**config.mk**
```make
export PLATFORM = sky130hd
export DESIGN_NAME = year_seconds_clock_to_date_digits_flat
export DESIGN_NICKNAME = d
export VERILOG_FILES = /design/src/design/ysc_pkg.sv /design/src/design/ysc_item_if.sv /design/src/design/ysc_result_if.sv /design/src/design/ysc_date_decode.sv /design/src/design/year_seconds_clock_to_date_digits.sv /design/src/flat_wrapper.sv
export VERILOG_INCLUDE_DIRS = /design/src /design/src/design
export SDC_FILE = /design/constraint.sdc
export NUM_CORES = 1
export LEC_CHECK = 0
export ABC_AREA = 1
export ABC_CLOCK_PERIOD_IN_PS = 6100
export CELL_PAD_IN_SITES_DETAIL_PLACEMENT = 1
export CELL_PAD_IN_SITES_GLOBAL_PLACEMENT = 1
export CORE_UTILIZATION = 30
export DETAILED_ROUTE_END_ITERATION = 8
export DONT_BUFFER_PORTS = 1
export GPL_TIMING_DRIVEN = 0
export PLACE_DENSITY = 0.62
export SLEW_MARGIN = 30
export SYNTH_ARGS = -nofsm -noshare
export SYNTH_HDL_FRONTEND = slang
export SYNTH_SLANG_ARGS = --single-unit
```
**constraint.sdc**
```tcl
create_clock -name clk -period 6.1 [get_ports clk]
set_input_delay 0 -clock clk [delete_from_list [all_inputs] [get_ports clk]]
set_output_delay 0 -clock clk [all_outputs]
set_load 0.005 [all_outputs]
```
**src/design/assert_macros.svh**
```systemverilog
// assertion macros shared by the design files
// no dependencies; define ASSERT_OFF to drop every check
`ifndef ASSERT_MACROS_SVH
`define ASSERT_MACROS_SVH

`ifndef ASSERT_OFF

// expression holds at every edge out of reset
`define ASSERT_ALWAYS(label, clk, rst, expr, msg) \
  label: assert property (@(posedge clk) disable iff (rst) (expr)) else $error(msg);

// consequent holds in the same cycle as the antecedent
`define ASSERT_IMPLIES(label, clk, rst, pre, post, msg) \
  label: assert property (@(posedge clk) disable iff (rst) (pre) |-> (post)) else $error(msg);

// consequent holds in the cycle after the antecedent
`define ASSERT_NEXT(label, clk, rst, pre, post, msg) \
  label: assert property (@(posedge clk) disable iff (rst) (pre) |=> (post)) else $error(msg);

`else

`define ASSERT_ALWAYS(label, clk, rst, expr, msg)
`define ASSERT_IMPLIES(label, clk, rst, pre, post, msg)
`define ASSERT_NEXT(label, clk, rst, pre, post, msg)

`endif

`endif

```
**src/design/ysc_pkg.sv**
```systemverilog
// types, constants and helper functions of the seconds-of-year date clock
// no dependencies
package ysc_pkg;

  localparam int unsigned COUNT_W = 25;
  localparam int unsigned MONTHS  = 12;

  localparam logic [COUNT_W-1:0] SECS_PER_YEAR = 25'd31536000;
  localparam logic [COUNT_W-1:0] RESET_COUNT   = 25'd29116800;
  localparam logic [8:0]         DAYS_PER_YEAR = 9'd365;

  // request kinds
  localparam logic MODE_TICK = 1'b0;
  localparam logic MODE_LOAD = 1'b1;

  // blanking codes
  localparam logic [2:0] BLANK_NONE   = 3'd0;
  localparam logic [2:0] BLANK_SECOND = 3'd5;

  localparam logic [3:0] MONTH_ERROR = 4'd12;

  // reciprocal of 60, exact for any 25-bit dividend
  localparam logic [25:0] RECIP_60 = 26'd35791395;
  // reciprocal of 24, exact for any 14-bit dividend
  localparam logic [14:0] RECIP_24 = 15'd21846;

  // zero-based day of year on which each month starts
  localparam logic [8:0] MONTH_START [MONTHS] = '{
    9'd0, 9'd31, 9'd59, 9'd90, 9'd120, 9'd151,
    9'd181, 9'd212, 9'd243, 9'd273, 9'd304, 9'd334
  };

  typedef struct packed {
    logic [19:0] quot;
    logic [5:0]  rem;
  } div60_t;

  typedef struct packed {
    logic [2:0] tens;
    logic [3:0] ones;
  } digits_t;

  typedef struct packed {
    logic [3:0] month_code;
    logic [1:0] day_tens;
    logic [3:0] day_ones;
    logic [1:0] hour_tens;
    logic [3:0] hour_ones;
    logic [2:0] minute_tens;
    logic [3:0] minute_ones;
    logic [2:0] second_tens;
    logic [3:0] second_ones;
    logic [2:0] blanked_field;
  } result_t;

  // quotient and remainder by 60 through a reciprocal multiply
  function automatic div60_t div60(input logic [COUNT_W-1:0] n);
    logic [50:0] prod;
    logic [25:0] back;
    div60_t      d;
    prod   = n * RECIP_60;
    d.quot = prod[50:31];
    back   = {d.quot, 6'd0} - {4'd0, d.quot, 2'd0};
    d.rem  = 6'(n - back[COUNT_W-1:0]);
    return d;
  endfunction

  // two decimal digits of a value below 60
  function automatic digits_t split_digits(input logic [5:0] value);
    digits_t d;
    d.tens = 3'd0;
    for (int t = 1; t <= 5; t++) begin
      if (value >= 6'(10 * t)) begin
        d.tens = 3'(t);
      end
    end
    d.ones = 4'(value - 6'(d.tens) * 6'd10);
    return d;
  endfunction

endpackage

```
**src/design/ysc_item_if.sv**
```systemverilog
// request channel of the date clock: tick or load, plus blanking choice
// no dependencies
interface ysc_item_if;
  logic        valid;
  logic        ready;
  logic        mode;
  logic [24:0] load_seconds;
  logic [2:0]  blank_select;

  modport source (output valid, mode, load_seconds, blank_select, input ready);
  modport sink   (input valid, mode, load_seconds, blank_select, output ready);
endinterface

```
**src/design/ysc_result_if.sv**
```systemverilog
// result channel of the date clock: month code and decimal digits
// no dependencies
interface ysc_result_if;
  logic       valid;
  logic       ready;
  logic [3:0] month_code;
  logic [1:0] day_tens;
  logic [3:0] day_ones;
  logic [1:0] hour_tens;
  logic [3:0] hour_ones;
  logic [2:0] minute_tens;
  logic [3:0] minute_ones;
  logic [2:0] second_tens;
  logic [3:0] second_ones;
  logic [2:0] blanked_field;

  modport source (output valid, month_code, day_tens, day_ones, hour_tens, hour_ones,
                  minute_tens, minute_ones, second_tens, second_ones, blanked_field,
                  input ready);
  modport sink   (input valid, month_code, day_tens, day_ones, hour_tens, hour_ones,
                  minute_tens, minute_ones, second_tens, second_ones, blanked_field,
                  output ready);
endinterface

```
**src/design/ysc_date_decode.sv**
```systemverilog
// month lookup and decimal digit split of day, hour, minute and second
// depends on ysc_pkg
module ysc_date_decode (
  input  logic [8:0]       day_index,
  input  logic [4:0]       hour,
  input  logic [5:0]       minute,
  input  logic [5:0]       second,
  input  logic [2:0]       blank_select,
  output ysc_pkg::result_t result
);
  import ysc_pkg::*;

  logic [3:0] month;
  logic [4:0] day_of_month;
  logic [8:0] day_offset;
  digits_t    day_dg;
  digits_t    hour_dg;
  digits_t    minute_dg;
  digits_t    second_dg;

  always_comb begin
    month = 4'd0;
    for (int k = 1; k < MONTHS; k++) begin
      if (day_index >= MONTH_START[k]) begin
        month = 4'(k);
      end
    end
    day_offset   = day_index - MONTH_START[month] + 9'd1;
    day_of_month = day_offset[4:0];
    // past the last day of the year
    if (day_index >= DAYS_PER_YEAR) begin
      month        = MONTH_ERROR;
      day_of_month = 5'd0;
    end
  end

  always_comb begin
    day_dg    = split_digits({1'b0, day_of_month});
    hour_dg   = split_digits({1'b0, hour});
    minute_dg = split_digits(minute);
    second_dg = split_digits(second);
  end

  always_comb begin
    result.month_code    = month;
    result.day_tens      = day_dg.tens[1:0];
    result.day_ones      = day_dg.ones;
    result.hour_tens     = hour_dg.tens[1:0];
    result.hour_ones     = hour_dg.ones;
    result.minute_tens   = minute_dg.tens;
    result.minute_ones   = minute_dg.ones;
    result.second_tens   = second_dg.tens;
    result.second_ones   = second_dg.ones;
    result.blanked_field = (blank_select <= BLANK_SECOND) ? blank_select : BLANK_NONE;
  end

endmodule

```
**src/design/year_seconds_clock_to_date_digits.sv**
```systemverilog
// Seconds-of-year clock that decodes its count into month, day and time digits.
// A request is either a one-second tick or a load of a new count; each request
// gives exactly one result. The count resets to 29116800. A tick wraps the
// count to zero once it has reached 31536000 (that value is shown for one
// tick), any 25-bit load is kept as given. Each request moves through the
// stage registers and then the result register; a new request is taken every
// cycle, back to back, as long as the result side keeps up; a stall on the
// result side holds the whole pipe. The decode path holds two reciprocal
// multiplies by 60 and one by 24, each in a stage of its own, then the month
// lookup and digit split ahead of the result register. A day beyond 365
// shows month code 12 with day digits zero. Blank select codes 6 and 7 are
// echoed as zero. No clearing pass or start-up delay after reset.
// depends on ysc_pkg, ysc_item_if, ysc_result_if, ysc_date_decode
`include "assert_macros.svh"

module year_seconds_clock_to_date_digits (
  input logic          clk,
  input logic          rst,
  ysc_item_if.sink     item,
  ysc_result_if.source result
);
  import ysc_pkg::*;

  // whole pipe moves when the result register is free or being emptied
  logic advance;
  logic accept;

  logic [COUNT_W-1:0] seconds_count;
  logic [COUNT_W-1:0] seconds_count_next;

  // stage 1: updated count
  logic               s1_valid;
  logic [COUNT_W-1:0] s1_count;
  logic [2:0]         s1_sel;
  // stage 2: whole minutes and seconds
  logic               s2_valid;
  logic [19:0]        s2_minutes;
  logic [5:0]         s2_second;
  logic [2:0]         s2_sel;
  // stage 3: whole hours, minute of hour
  logic               s3_valid;
  logic [13:0]        s3_hours;
  logic [5:0]         s3_minute;
  logic [5:0]         s3_second;
  logic [2:0]         s3_sel;
  // stage 4: day of year, hour of day
  logic               s4_valid;
  logic [8:0]         s4_day_index;
  logic [4:0]         s4_hour;
  logic [5:0]         s4_minute;
  logic [5:0]         s4_second;
  logic [2:0]         s4_sel;
  // result register
  logic               out_valid;
  result_t            out_data;

  div60_t  sec_split;
  div60_t  min_split;
  logic [28:0] hour_prod;
  logic [8:0]  day_quot;
  logic [13:0] day_back;
  result_t     decoded;

  assign advance = !out_valid || result.ready;
  assign accept  = item.valid && advance;
  assign item.ready = advance;

  // count update on each request
  always_comb begin
    if (item.mode == MODE_LOAD) begin
      seconds_count_next = item.load_seconds;
    end else if (seconds_count >= SECS_PER_YEAR) begin
      seconds_count_next = '0;
    end else begin
      seconds_count_next = seconds_count + 25'd1;
    end
  end

  // divide chain, one reciprocal multiply per stage
  always_comb begin
    sec_split = div60(s1_count);
    min_split = div60({5'd0, s2_minutes});
    hour_prod = s3_hours * RECIP_24;
    day_quot  = hour_prod[27:19];
    // whole days times 24, as 16 plus 8
    day_back  = {1'd0, day_quot, 4'd0} + {2'd0, day_quot, 3'd0};
  end

  ysc_date_decode u_decode (
    .day_index    (s4_day_index),
    .hour         (s4_hour),
    .minute       (s4_minute),
    .second       (s4_second),
    .blank_select (s4_sel),
    .result       (decoded)
  );

  // control state
  always_ff @(posedge clk) begin
    if (rst) begin
      seconds_count <= RESET_COUNT;
      s1_valid      <= 1'b0;
      s2_valid      <= 1'b0;
      s3_valid      <= 1'b0;
      s4_valid      <= 1'b0;
      out_valid     <= 1'b0;
    end else begin
      if (accept) begin
        seconds_count <= seconds_count_next;
      end
      if (advance) begin
        s1_valid  <= item.valid;
        s2_valid  <= s1_valid;
        s3_valid  <= s2_valid;
        s4_valid  <= s3_valid;
        out_valid <= s4_valid;
      end
    end
  end

  // payload, no reset needed
  always_ff @(posedge clk) begin
    if (advance) begin
      s1_count     <= seconds_count_next;
      s1_sel       <= item.blank_select;
      s2_minutes   <= sec_split.quot;
      s2_second    <= sec_split.rem;
      s2_sel       <= s1_sel;
      s3_hours     <= min_split.quot[13:0];
      s3_minute    <= min_split.rem;
      s3_second    <= s2_second;
      s3_sel       <= s2_sel;
      s4_day_index <= day_quot;
      s4_hour      <= 5'(s3_hours - day_back);
      s4_minute    <= s3_minute;
      s4_second    <= s3_second;
      s4_sel       <= s3_sel;
      out_data     <= decoded;
    end
  end

  assign result.valid         = out_valid;
  assign result.month_code    = out_data.month_code;
  assign result.day_tens      = out_data.day_tens;
  assign result.day_ones      = out_data.day_ones;
  assign result.hour_tens     = out_data.hour_tens;
  assign result.hour_ones     = out_data.hour_ones;
  assign result.minute_tens   = out_data.minute_tens;
  assign result.minute_ones   = out_data.minute_ones;
  assign result.second_tens   = out_data.second_tens;
  assign result.second_ones   = out_data.second_ones;
  assign result.blanked_field = out_data.blanked_field;

  `ASSERT_NEXT(a_tick_increments, clk, rst,
    accept && item.mode == MODE_TICK && seconds_count < SECS_PER_YEAR,
    seconds_count == $past(seconds_count) + 25'd1, "tick did not increment count")
  `ASSERT_NEXT(a_tick_wraps, clk, rst,
    accept && item.mode == MODE_TICK && seconds_count >= SECS_PER_YEAR,
    seconds_count == '0, "tick at end of year did not wrap")
  `ASSERT_NEXT(a_load_taken, clk, rst, accept && item.mode == MODE_LOAD,
    seconds_count == $past(item.load_seconds), "load value not stored")
  `ASSERT_IMPLIES(a_time_in_range, clk, rst, s4_valid,
    s4_second < 6'd60 && s4_minute < 6'd60 && s4_hour < 5'd24, "time field out of range")
  `ASSERT_NEXT(a_stall_holds_pipe, clk, rst, !advance,
    $stable(s4_valid) && $stable(s4_day_index) && $stable(out_data), "pipe moved while stalled")

endmodule

```
**src/flat_wrapper.sv**
```systemverilog
// flat-port wrapper written by rule: the top's interface ports become plain ports
module year_seconds_clock_to_date_digits_flat import ysc_pkg::*;
  (clk, rst, item_valid, item_mode, item_load_seconds, item_blank_select, item_ready, result_valid, result_month_code, result_day_tens, result_day_ones, result_hour_tens, result_hour_ones, result_minute_tens, result_minute_ones, result_second_tens, result_second_ones, result_blanked_field, result_ready);
  ysc_item_if item_i ();
  ysc_result_if result_i ();
  input logic clk;
  input logic rst;
  input wire logic [$bits(item_i.valid)-1:0] item_valid;
  input wire logic [$bits(item_i.mode)-1:0] item_mode;
  input wire logic [$bits(item_i.load_seconds)-1:0] item_load_seconds;
  input wire logic [$bits(item_i.blank_select)-1:0] item_blank_select;
  output wire logic [$bits(item_i.ready)-1:0] item_ready;
  output wire logic [$bits(result_i.valid)-1:0] result_valid;
  output wire logic [$bits(result_i.month_code)-1:0] result_month_code;
  output wire logic [$bits(result_i.day_tens)-1:0] result_day_tens;
  output wire logic [$bits(result_i.day_ones)-1:0] result_day_ones;
  output wire logic [$bits(result_i.hour_tens)-1:0] result_hour_tens;
  output wire logic [$bits(result_i.hour_ones)-1:0] result_hour_ones;
  output wire logic [$bits(result_i.minute_tens)-1:0] result_minute_tens;
  output wire logic [$bits(result_i.minute_ones)-1:0] result_minute_ones;
  output wire logic [$bits(result_i.second_tens)-1:0] result_second_tens;
  output wire logic [$bits(result_i.second_ones)-1:0] result_second_ones;
  output wire logic [$bits(result_i.blanked_field)-1:0] result_blanked_field;
  input wire logic [$bits(result_i.ready)-1:0] result_ready;
  assign item_i.valid = item_valid;
  assign item_i.mode = item_mode;
  assign item_i.load_seconds = item_load_seconds;
  assign item_i.blank_select = item_blank_select;
  assign item_ready = item_i.ready;
  assign result_valid = result_i.valid;
  assign result_month_code = result_i.month_code;
  assign result_day_tens = result_i.day_tens;
  assign result_day_ones = result_i.day_ones;
  assign result_hour_tens = result_i.hour_tens;
  assign result_hour_ones = result_i.hour_ones;
  assign result_minute_tens = result_i.minute_tens;
  assign result_minute_ones = result_i.minute_ones;
  assign result_second_tens = result_i.second_tens;
  assign result_second_ones = result_i.second_ones;
  assign result_blanked_field = result_i.blanked_field;
  assign result_i.ready = result_ready;
  year_seconds_clock_to_date_digits u_core (.clk(clk), .rst(rst), .item(item_i), .result(result_i));
endmodule
```
== Yosys cells after proc, flatten, opt, wreduce, memory -nomap -nowiden ==
Memory sizes are Yosys's and may differ from the RTL's.
Index checks and enable logic that the tools add are counted.

* Add/subtract/negate cells: 13
* Multiply operators: 7
* Div/mod/pow operators: 0
* Magnitude comparators: 35
* Equal/unequal tests: 0
* Shift operators: 0
* Multiplexer cells: 36
* Bitwise logic cells: 1
* Reductions and logical operators: 3

{| class="wikitable"
|+ Operators by type and width
! kind !! number
|-
| $mul 25x26->51 const B || 1
|-
| $mux 25 || 2
|-
| $mux 3 || 16
|-
| $mul 20x26->45 const B || 1
|-
| $mux 4 || 10
|-
| $ge 9x8->1 const B || 4
|-
| $ge 9x9->1 const B || 4
|-
| $mul 14x14->27 const B || 1
|-
| $add 25x1->25 const B || 1
|-
| $ge 25x25->1 const B || 1
|-
| $ge 5x5->1 const B || 5
|-
| $ge 5x6->1 const B || 4
|-
| $ge 6x5->1 const B || 4
|-
| $ge 6x6->1 const B || 4
|-
| $ge 9x7->1 const B || 2
|-
| $sub 4x4->4 || 4
|-
| $mux 5 || 3
|-
| $ge 6x4->1 const B || 2
|-
| $mul 3x3->3 const B || 4
|-
| $sub 1x6->6 const A || 2
|-
| $sub 6x6->6 || 2
|-
| $ge 5x4->1 const B || 2
|-
| $sub 5x5->5 || 2
|-
| $ge 9x5->1 const B || 1
|-
| other kinds (9) || 13
|}

* Register bits after elaboration: 178
* Bits in latches: 0
* Bits in writable memories: 0
* ROM bits: 144
* Output and inout bits: 35
* Word-level logic and storage cells: 126
* Memories: 1

{| class="wikitable"
|+ Memory list
! name !! words !! bits a word !! read ports !! clocked after memory_dff !! write ports !! line !! text
|-
| (name not given) || 16 || 9 || 1 || 0 || 0 || ysc_date_decode.sv:28 || <nowiki>day_offset = day_index - MONTH_START[month] + 9'd1;</nowiki>
|}

== Depth between registers and ports, before layout ==
Gate-level depths: netlist of the first run.

* Depth in word-level cells: 27
* Gate-level depth with buffers: 35

== By module ==
Synthesis of the first run repeated with hierarchy kept, for this count alone.

* Cells, all modules: 3022
* Area, all modules: 25120.3 um2

{| class="wikitable"
|+ Modules (own cells, without submodules)
! module !! times used !! cells an instance !! area each (um2) !! sequential area each (um2)
|-
| year_seconds_clock_to_date_digits || 1 || 2793 || 23839.1 || 5044.8
|-
| ysc_date_decode || 1 || 229 || 1281.2 || 0.0
|}

== Worst setup path before layout of the first run ==
Ideal clock, no wire load.

* Path type: reg2reg
* Start point: reg u_core.s1_count[23]
* End point: reg u_core.s2_second[5], data pin
* Setup time: 0.253 ns
* Data arrival time: 5.324 ns
* Data required time: 5.847 ns
* Path slack: 0.523 ns
* Stages on the path, launching flop included: 28
* Cells stage by stage: edfxtp_1 > inv_1 > ha_1 > ha_1 > nor2_1 > fa_1 > inv_1 > fa_1 > inv_1 > fa_1 > inv_1 > fa_1 > fa_1 > ha_1 > nand2_1 > nand2_1 > a21oi_1 > o21ai_0 > o21bai_1 > a21oi_1 > xor2_1 > ha_1 > a21oi_1 > nand2_1 > xor2_1 > inv_1 > nand3_1 > nand2_1

{| class="wikitable"
|+ RTL lines
! element !! line !! text
|-
| start: declaration || year_seconds_clock_to_date_digits.sv:33 || <nowiki>logic [COUNT_W-1:0] s1_count;</nowiki>
|-
| start signal: assignment || year_seconds_clock_to_date_digits.sv:124 || <nowiki>s1_count <= seconds_count_next;</nowiki>
|-
| end signal: assignment || year_seconds_clock_to_date_digits.sv:127 || <nowiki>s2_second <= sec_split.rem;</nowiki>
|-
| end: declaration || year_seconds_clock_to_date_digits.sv:38 || <nowiki>logic [5:0] s2_second;</nowiki>
|}

==> impl_metrics.yaml, run 1 <==
route:
  routed_wl_mm: 67.1
  drtIter0Drc: 781
  postRouteAntennaNets: 0
  dr.pass1.iters: 4
  vias: 18600
  via_per_inst: 4.69
  wire_per_inst_um: 16.9
  drc_errors: 0
synth:
  synth-seq-cells: 178
  synthArstFlopShare_pct: 0
  synth_top_area_cell: "ha_1"
  synthCells: 2793
  seq_area_frac_synth_pct: 20.9
  syn_nets: 3541
  netlist_area_mm2: 0.0242
  ys.flop_type: "edfxtp_1"
  yosysWarnings: 0
  synth_top_area_share_pct: 26.0
  synth.area.top_cells: "ha_1 26%, edfxtp_1 18%, fa_1 18%, inv_1 9.4%, nand2_1 6.7%"
  synth_edf_count: 148
  syn_avg_cell_area_um2: 8.65
  synth.distinct_cells: 51
floorplan:
  ios: 68
  rows: 103
  coreArea_mm2: 0.0794
  dieHeight_um: 286
  start_util_pct: 30.4
  die_area_mm2: 0.0817
  die_w_um: 286
timing:
  setup_viol: 0
  finalCriticalPeriod_ns: 5.98
  slew_violations: 0
  clock_skew_ns: 0.0150
  hold_viol: 0
  rsz0062_at_grt: "yes"
  timing.final.ws_setup_ns: 0.123
  tightestPinTransition_ns: 0.762
  slew_headroom_pct: 49.2
  fmax_mhz: 167
  fin_tns_setup_ns: 0
  post-route-period-util_pct: 98.0
placement:
  place_ws_ns: -0.749
  gp_congestion: 0.901
  dpl.hpwl_mm: 57.5
  io_buffers: 0
worst_hold_path:
  hold_depth: 4
  hold_end: "u_core.seconds_count[1]"
  hp-class: "input port to flip-flop"
  hold_start: "rst"
clock_tree:
  clock_tree.buffer_depth: 2
  cts.clk_slew.worst_paths_ns: 0.07
  clock-root-buffer: "clkbuf_16"
  cts_tree: "done"
  clk_latency_ns: 0.46
  cts-htree-levels: 4
  cts.sink_count: 178
  cts_buffers: 17
critical_path:
  crit_slowest_cell: "fa_2"
  crit_top_cell: "buf_4"
  ff2ff_path_depth: 30
  cp-end-kind: "flip-flop"
  required_ns: 6.31
  cp_slowest_stage_delay_ns: 0.64
  crit_type: "flip-flop to flip-flop"
  reg2reg_from: "u_core.s1_count[23]"
  cp_max_fo: 3
  critPathArrivalTime_ns: 6.19
  critPathLaunchType: "flip-flop"
  rrSetupSlack_ns: 0.12
  critPathTopFamily: "adder cells"
  timing.rr.end: "u_core.s2_minutes[12]"
  crit_buf_inv: 13
finish:
  final_layout_size_suffix_gt1_share_pct: 7.70
  nets: 3644
  syn_to_final_growth_pct: 12.9
  num_antenna_cells: 0
run_status:
  status: "complete, no violations"
global_routing:
  busiest_layer: "met2"
  grt_start_max_net_pins: 81
  grt_pass1_wl_mm: 108
  grt_pass1_vias: 20000
  grt_antenna_before_repair: 0
  grt_overflow: 0
  use_met2_pct: 29.3
  met3_usage_pct: 1.71
  grt_use_met1_pct: 22.6
  grt_usage_pct: 16.9
job:
  drv_cap: 0
worst register-to-register path, delay by kind of cell (launching register included):
| kind | cells | cell delay, ns |
|---|---|---|
| AND/OR/NAND/NOR | 8 | 0.54 |
| buffers and inverters | 13 | 1.31 |
| flip-flops | 1 | 0.43 |
| AO/OA/AOI/OAI | 1 | 0.25 |
| adder cells (fa/ha/maj) | 8 | 3.17 |
what timing repair did:
action | CTS | global route
resized for setup | 47 | 75
hold buffers | 30 | 0
hold endpoints to repair | 58 | 0
buffers inserted | 38 | 15
pin swaps | 11 | 31
endpoints found under the setup margin | 7 | 8
layout by cell type (no fill, tap or decap), drive strengths merged, types with 6 or more instances in the layout:
cell,count
nand2,440
nand4,25
buf,56
or2,6
inv,614
o211ai,8
nand3,102
dlygate4sd3,30
xnor2,15
o21bai,18
nor2,217
ha,502
a21o,12
fa,213
a21oi,161
dfxtp,30
xor2,49
nor4,12
clkbuf,30
a31oi,16
o21ai,134
nor3,30
edfxtp,148
cells in the mapped netlist (17+ instances only):
cell type    n
a21oi_1    161
fa_1       213
ha_1       502
o21ai_1     17
nor2_1     213
nand3_1     97
o21bai_1    18
nor3_1      25
dfxtp_1     30
inv_1      604
nand2_1    433
edfxtp_1   148
xor2_1      49
o21ai_0    113
nand4_1     25
routing by layer:
layer  part of all wire (%)  wire length, um
met5                      0                0
met1                     48            31900
met4                    1.7             1110
met3                    1.9             1270
met2                     49            32800
sequential cells by signal, indices dropped and copies added (netlist names), 5 cells and up:
name	count
u_core.s3_minute	6
u_core.s4_second	6
u_core.s2_minutes	20
u_core.s4_day_index	9
u_core.s3_hours	14
u_core.seconds_count	25
u_core.s2_second	6
u_core.s4_hour	5
u_core.s4_minute	6
u_core.s3_second	6
u_core.s1_count	25
worst max-delay path by stage:
stage | end | start | depth (start not counted)
after global routing | u_core.s3_minute[5] | u_core.s2_minutes[9] | 31
after CTS | u_core.s3_minute[5] | u_core.s2_minutes[9] | 31
final | u_core.s2_minutes[12] | u_core.s1_count[23] | 30
after floorplan | u_core.s2_second[5] | u_core.s1_count[23] | 27
after detailed placement | u_core.s2_second[5] | u_core.s1_count[23] | 23
after global placement | u_core.seconds_count[23] | u_core.result.valid | 7
kinds of logic (layout without fill, tap and decap cells):
logic type / after synthesis / count (layout) / synth area share [%]
AND/OR/NAND/NOR: 840 / 840 / 14.8
adder cells (fa/ha/maj): 715 / 715 / 43.6
buffers and inverters: 622 / 738 / 9.70
AO/OA/AOI/OAI: 374 / 374 / 8.63
flip-flops: 178 / 178 / 20.9
XOR/XNOR: 64 / 64 / 2.32
final cells by class:
| type | count | area [um^2] |
|---|---|---|
| Buffer | 13 | 57.6 |
| Clock buffer | 19 | 433 |
| Clock inverter | 13 | 101 |
| Fill cell | 9484 | 52100 |
| Inverter | 609 | 2290 |
| Multi-Input combinational cell | 1993 | 17300 |
| Sequential cell | 178 | 5040 |
| Tap cell | 1050 | 1310 |
| Timing Repair Buffer | 84 | 729 |
metrics by stage:
| stage | utilization, % | instance area (um^2) | hold slack, ns | cells |
|---|---|---|---|---|
| 2_1_floorplan | - | 24200 | 0.0989 | 2793 |
| 3_3_place_gp | 32.1 | 25500 | 0.0989 | 3843 |
| 3_5_place_dp | 32.1 | 25500 | 0.0989 | 3844 |
| 4_1_cts | 33.8 | 26800 | 0.0457 | 3944 |
| 5_1_grt | 34.4 | 27300 | 0.101 | 3959 |
| 6_report | 34.4 | 27300 | 0.0822 | 3959 |
Power of run 1 is not shown: default switching activity piles up to over one toggle a cycle in this logic, so the estimate is an artifact.
==> run 2: changes to the inputs <==
--- a/config.mk
+++ b/config.mk
@@ -11,6 +11,7 @@
 export CELL_PAD_IN_SITES_DETAIL_PLACEMENT = 1
 export CELL_PAD_IN_SITES_GLOBAL_PLACEMENT = 1
 export CORE_UTILIZATION = 30
+export CTS_CLUSTER_DIAMETER = 100
 export DETAILED_ROUTE_END_ITERATION = 8
 export DONT_BUFFER_PORTS = 1
 export GPL_TIMING_DRIVEN = 0
==> constraint.sdc (replaced) <==
create_clock -name clk -period 6.1 [get_ports clk]
set_input_delay 0.915 -clock clk [delete_from_list [all_inputs] [get_ports clk]]
set_output_delay 0.915 -clock clk [all_outputs]
set_load 0.005 [all_outputs]
==> impl_metrics.yaml, run 2 (same netlist as run 1, synthesis figures left out) <==
run_status:
  status: "complete, no violations"
clock_tree:
  clock-root-buffer: "clkbuf_16"
  cts_tree: "done"
  cts-htree-levels: 4
  clock_tree.buffer_depth: 2
  cts.clk_slew.worst_paths_ns: 0.07
  cts_buffers: 17
  clk_latency_ns: 0.46
  cts.sink_count: 178
  cts_hold_buf: 0
timing:
  slew_violations: 0
  fin_tns_setup_ns: 0
  finalCriticalPeriod_ns: 6.00
  slew_headroom_pct: 50.1
  tightestPinTransition_ns: 0.749
  rsz0062_at_grt: "yes"
  setup_viol: 0
  clock_skew_ns: 0.0162
  hold_viol: 0
  post-route-period-util_pct: 98.3
  fmax_mhz: 167
critical_path:
  critPathLaunch: "u_core.s1_count[23]"
  ff2ff_path_depth: 30
  cp_slowest_stage_delay_ns: 0.64
  required_ns: 6.30
  crit_type: "flip-flop to flip-flop"
  cp-end-kind: "flip-flop"
  cp_max_fo: 3
  crit_top_cell: "buf_4"
  reg2reg_from: "u_core.s1_count[23]"
  critPathLaunchType: "flip-flop"
  crit_slowest_cell: "fa_2"
  critPathArrivalTime_ns: 6.20
route:
  via_per_inst: 4.69
  wire_per_inst_um: 16.9
  vias: 18400
  dr.pass1.iters: 4
  drc_errors: 0
  postRouteAntennaNets: 0
  routed_wl_mm: 66.4
  drtIter0Drc: 708
floorplan:
  die_w_um: 286
  rows: 103
  start_util_pct: 30.4
  coreArea_mm2: 0.0794
  dieHeight_um: 286
  ios: 68
  die_area_mm2: 0.0817
placement:
  io_buffers: 0
  dpl.hpwl_mm: 57.5
  placed_area_mm2: 0.0255
  gp_congestion: 0.901
worst_hold_path:
  hold_start: "u_core.s3_second[1]"
  hold_depth: 0
  hp-class: "flip-flop to flip-flop"
global_routing:
  grt_start_max_net_pins: 81
  grt_overflow: 0
  grt_usage_pct: 16.7
  grt_pass1_vias: 19800
  grt_pass1_wl_mm: 107
  grt_antenna_before_repair: 0
finish:
  reg.largest.list: "u_core.s1_count: 25 flops, u_core.seconds_count: 25 flops, u_core.s2_minutes: 20 flops"
  layout_commonest_cell: "inv_1"
  final_layout_size_suffix_gt1_share_pct: 7.78
  num_antenna_cells: 0
  most-common-layout-cells: "601 x inv_1, 483 x ha_1, 415 x nand2_1"
  final_area_mm2: 0.0270
  syn_to_final_growth_pct: 11.7
  nets: 3614
job:
  drv_cap: 0
[run 2: changes by cell type in the layout (fill, tap and decap cells not counted)]
cell / delta
dlygate4sd3_1: -30
[run 2: layer usage]
layer	track usage, %	vias up	wire [um]
met5	0	-	0
met4	3.49	0	1120
met3	1.71	47	1400
met2	28.8	169	32400
met1	22.5	8981	31500
li1	-	9241	-
[run 2: worst paths after layout]
kind	slack [ns]	end
hold reg to reg	0.42	u_core.s4_second[1]
hold / removal	0.42	u_core.s4_second[1]
setup reg to reg	0.10	u_core.s2_minutes[12]
setup / recovery	0.10	u_core.s2_minutes[12]
[run 2: critical path: cells and delay by family (launching register included)]
family,cells,cell delay [ns]
fa+ha+maj,8,3.16
simple gates,8,0.56
buf+inv,13,1.31
compound gates,1,0.26
flops,1,0.43
[run 2: layout make-up]
type / count / area, um^2
fillers: 9478 / 52400
multi-input cells: 1993 / 17300
flip-flops and latches: 178 / 5040
inverters: 609 / 2290
well taps: 1050 / 1310
clock buffers: 19 / 433
repair buffers: 54 / 429
clock inverters: 13 / 101
plain buffers: 13 / 57.6
[run 2: repair_timing]
item                       CTS  global route
gates cloned                 0             0
buffers inserted            38            15
pin swaps                   11            31
resized for setup           47            75
setup endpoints to repair    7             8
hold endpoints to repair     0             0
[run 2: through the flow]
step | hold slack [ns] | utilization (%) | setup WS (ns) | std cells
floorplan | 0.400 | - | 0.523 | 2793
global route | 0.424 | 34.0 | -0.173 | 3929
finish | 0.420 | 34.0 | 0.104 | 3929
global placement | 0.402 | 32.1 | -1.86 | 3843
CTS | 0.422 | 33.4 | 0.00141 | 3914
detailed placement | 0.406 | 32.1 | -0.749 | 3844
Power of run 2 is left out for the same reason.
==> run 3: changes to the inputs <==
--- a/config.mk
+++ b/config.mk
@@ -10,12 +10,14 @@
 export ABC_CLOCK_PERIOD_IN_PS = 6100
 export CELL_PAD_IN_SITES_DETAIL_PLACEMENT = 1
 export CELL_PAD_IN_SITES_GLOBAL_PLACEMENT = 1
+export CORE_MARGIN = 1.5
 export CORE_UTILIZATION = 30
 export CTS_CLUSTER_DIAMETER = 100
 export DETAILED_ROUTE_END_ITERATION = 8
 export DONT_BUFFER_PORTS = 1
 export GPL_TIMING_DRIVEN = 0
 export PLACE_DENSITY = 0.62
+export RECOVER_POWER = 25
 export SLEW_MARGIN = 30
 export SYNTH_ARGS = -nofsm -noshare
 export SYNTH_HDL_FRONTEND = slang
==> impl_metrics.yaml, run 3 (same netlist as run 1, synthesis figures left out) <==
clock_tree:
  cts_buffers: 17
  cts.clk_slew.worst_paths_ns: 0.07
  clock_tree.buffer_depth: 2
  cts-htree-levels: 4
  cts_tree: "done"
  clk_latency_ns: 0.47
  cts.sink_count: 178
  clock-root-buffer: "clkbuf_16"
floorplan:
  coreArea_mm2: 0.0794
  die_area_mm2: 0.0823
  dieHeight_um: 287
  start_util_pct: 30.4
  die_w_um: 287
  rows: 103
  ios: 68
placement:
  dp.cells: 3844
  gp_congestion: 0.903
  dpl.hpwl_mm: 57.6
  io_buffers: 0
  place_ws_ns: -0.687
timing:
  timing.final.ws_setup_ns: 0.146
  setup_viol: 0
  hold_ws_ns: 0.420
  rsz0062_at_grt: "yes"
  hold_viol: 0
  clock_skew_ns: 0.0136
  fmax_mhz: 168
  post-route-period-util_pct: 97.6
  slew_violations: 0
  tightestPinTransition_ns: 0.775
  slew_headroom_pct: 48.3
  finalCriticalPeriod_ns: 5.95
route:
  drc_errors: 0
  vias: 18600
  postRouteAntennaNets: 0
  routed_wl_mm: 67.4
  via_per_inst: 4.73
  wire_per_inst_um: 17.1
  drtIter0Drc: 704
  dr.pass1.iters: 4
critical_path:
  required_ns: 6.31
  cp_slowest_stage_delay_ns: 0.57
  cp-end-kind: "flip-flop"
  crit_top_cell: "fa_1"
  crit_type: "flip-flop to flip-flop"
  ff2ff_path_depth: 23
  critPathArrivalTime_ns: 6.16
  crit_slowest_cell: "fa_1"
  path_cells: "buf_4, ha_2, inv_1, fa_1, fa_1, inv_1, fa_1, fa_1, fa_1, ha_4, nand2_2, nor2_4, nand2_4, nor4_4, a21o_1, xor2_2, ha_2, nand3_2, nand2_2, xor2_2, inv_1, nand3_2, nand2_2"
  critPathLaunchType: "flip-flop"
  cp_max_fo: 4
global_routing:
  grt_usage_pct: 16.7
  grt_pass1_vias: 20000
  grt_antenna_before_repair: 0
  grt_pass1_wl_mm: 108
  grt_start_max_net_pins: 82
  grt_overflow: 0
run_status:
  status: "complete, no violations"
worst_hold_path:
  hp-class: "flip-flop to flip-flop"
  hold_depth: 0
finish:
  reg.largest.list: "u_core.s1_count: 25 flops, u_core.seconds_count: 25 flops, u_core.s2_minutes: 20 flops"
  seqCellArea_mm2: 0.00504
  multi_input_area_mm2: 0.0175
  num_antenna_cells: 0
  syn_to_final_growth_pct: 12.8
  fillers: 9424
  layout_commonest_cell: "inv_1"
  fin_util_pct: 34.3
  nets: 3620
  most-common-layout-cells: "594 x inv_1, 477 x ha_1, 412 x nand2_1"
  final_layout_size_suffix_gt1_share_pct: 9.15
  final_cells: 3935
job:
  drv_cap: 0
## run 3: critical path, delay by kind of cell (launching register included)
family	cells	cell delay (ns)
adder cells (fa/ha/maj)	8	3.35
AO/OA/AOI/OAI	1	0.24
XOR/XNOR	2	0.38
buffers and inverters	4	0.37
AND/OR/NAND/NOR	8	0.91
flip-flops	1	0.45
## run 3: final cells by class
cell class | count | area share (%)
sequential | 178 | 18.5
tap | 1050 | 4.82
inverter | 609 | 8.41
multi-input combinational | 1993 | 64.1
buffer | 13 | 0.211
clock inverter | 14 | 0.615
timing repair buffer | 60 | 1.74
clock buffer | 18 | 1.57
## run 3: routing by layer
layer	vias up	global-route usage, %	wire length (um)
li1	9246	-	-
met1	9107	22.2	31700
met2	198	28.5	32700
met3	66	2.10	1690
met4	0	4.36	1330
met5	-	0	0
## run 3: what timing repair did
| action | CTS | global route |
|---|---|---|
| buffers inserted | 27 | 32 |
| endpoints found under the setup margin | 7 | 7 |
| pin swaps | 8 | 54 |
| hold buffers | 0 | 0 |
| cloned | 0 | 0 |
| gates resized for setup | 40 | 121 |
## run 3: worst paths after layout
path                         endpoint           startpoint  slack (ns)
hold reg to reg   u_core.s3_second[3]  u_core.s2_second[3]        0.42
setup reg to reg  u_core.s2_second[5]  u_core.s1_count[23]        0.15
setup / recovery  u_core.s2_second[5]  u_core.s1_count[23]        0.15
hold / removal    u_core.s3_second[3]  u_core.s2_second[3]        0.42
## run 3: metrics by stage
stage / setup TNS, ns / instance area (um^2)
floorplan: 0 / 24200
global placement: -44.39 / 25500
detailed placement: -2.02 / 25500
CTS: -0.00528 / 26500
global route: -0.152 / 27300
finish: 0 / 27300
Power of run 3 is left out for the same reason.
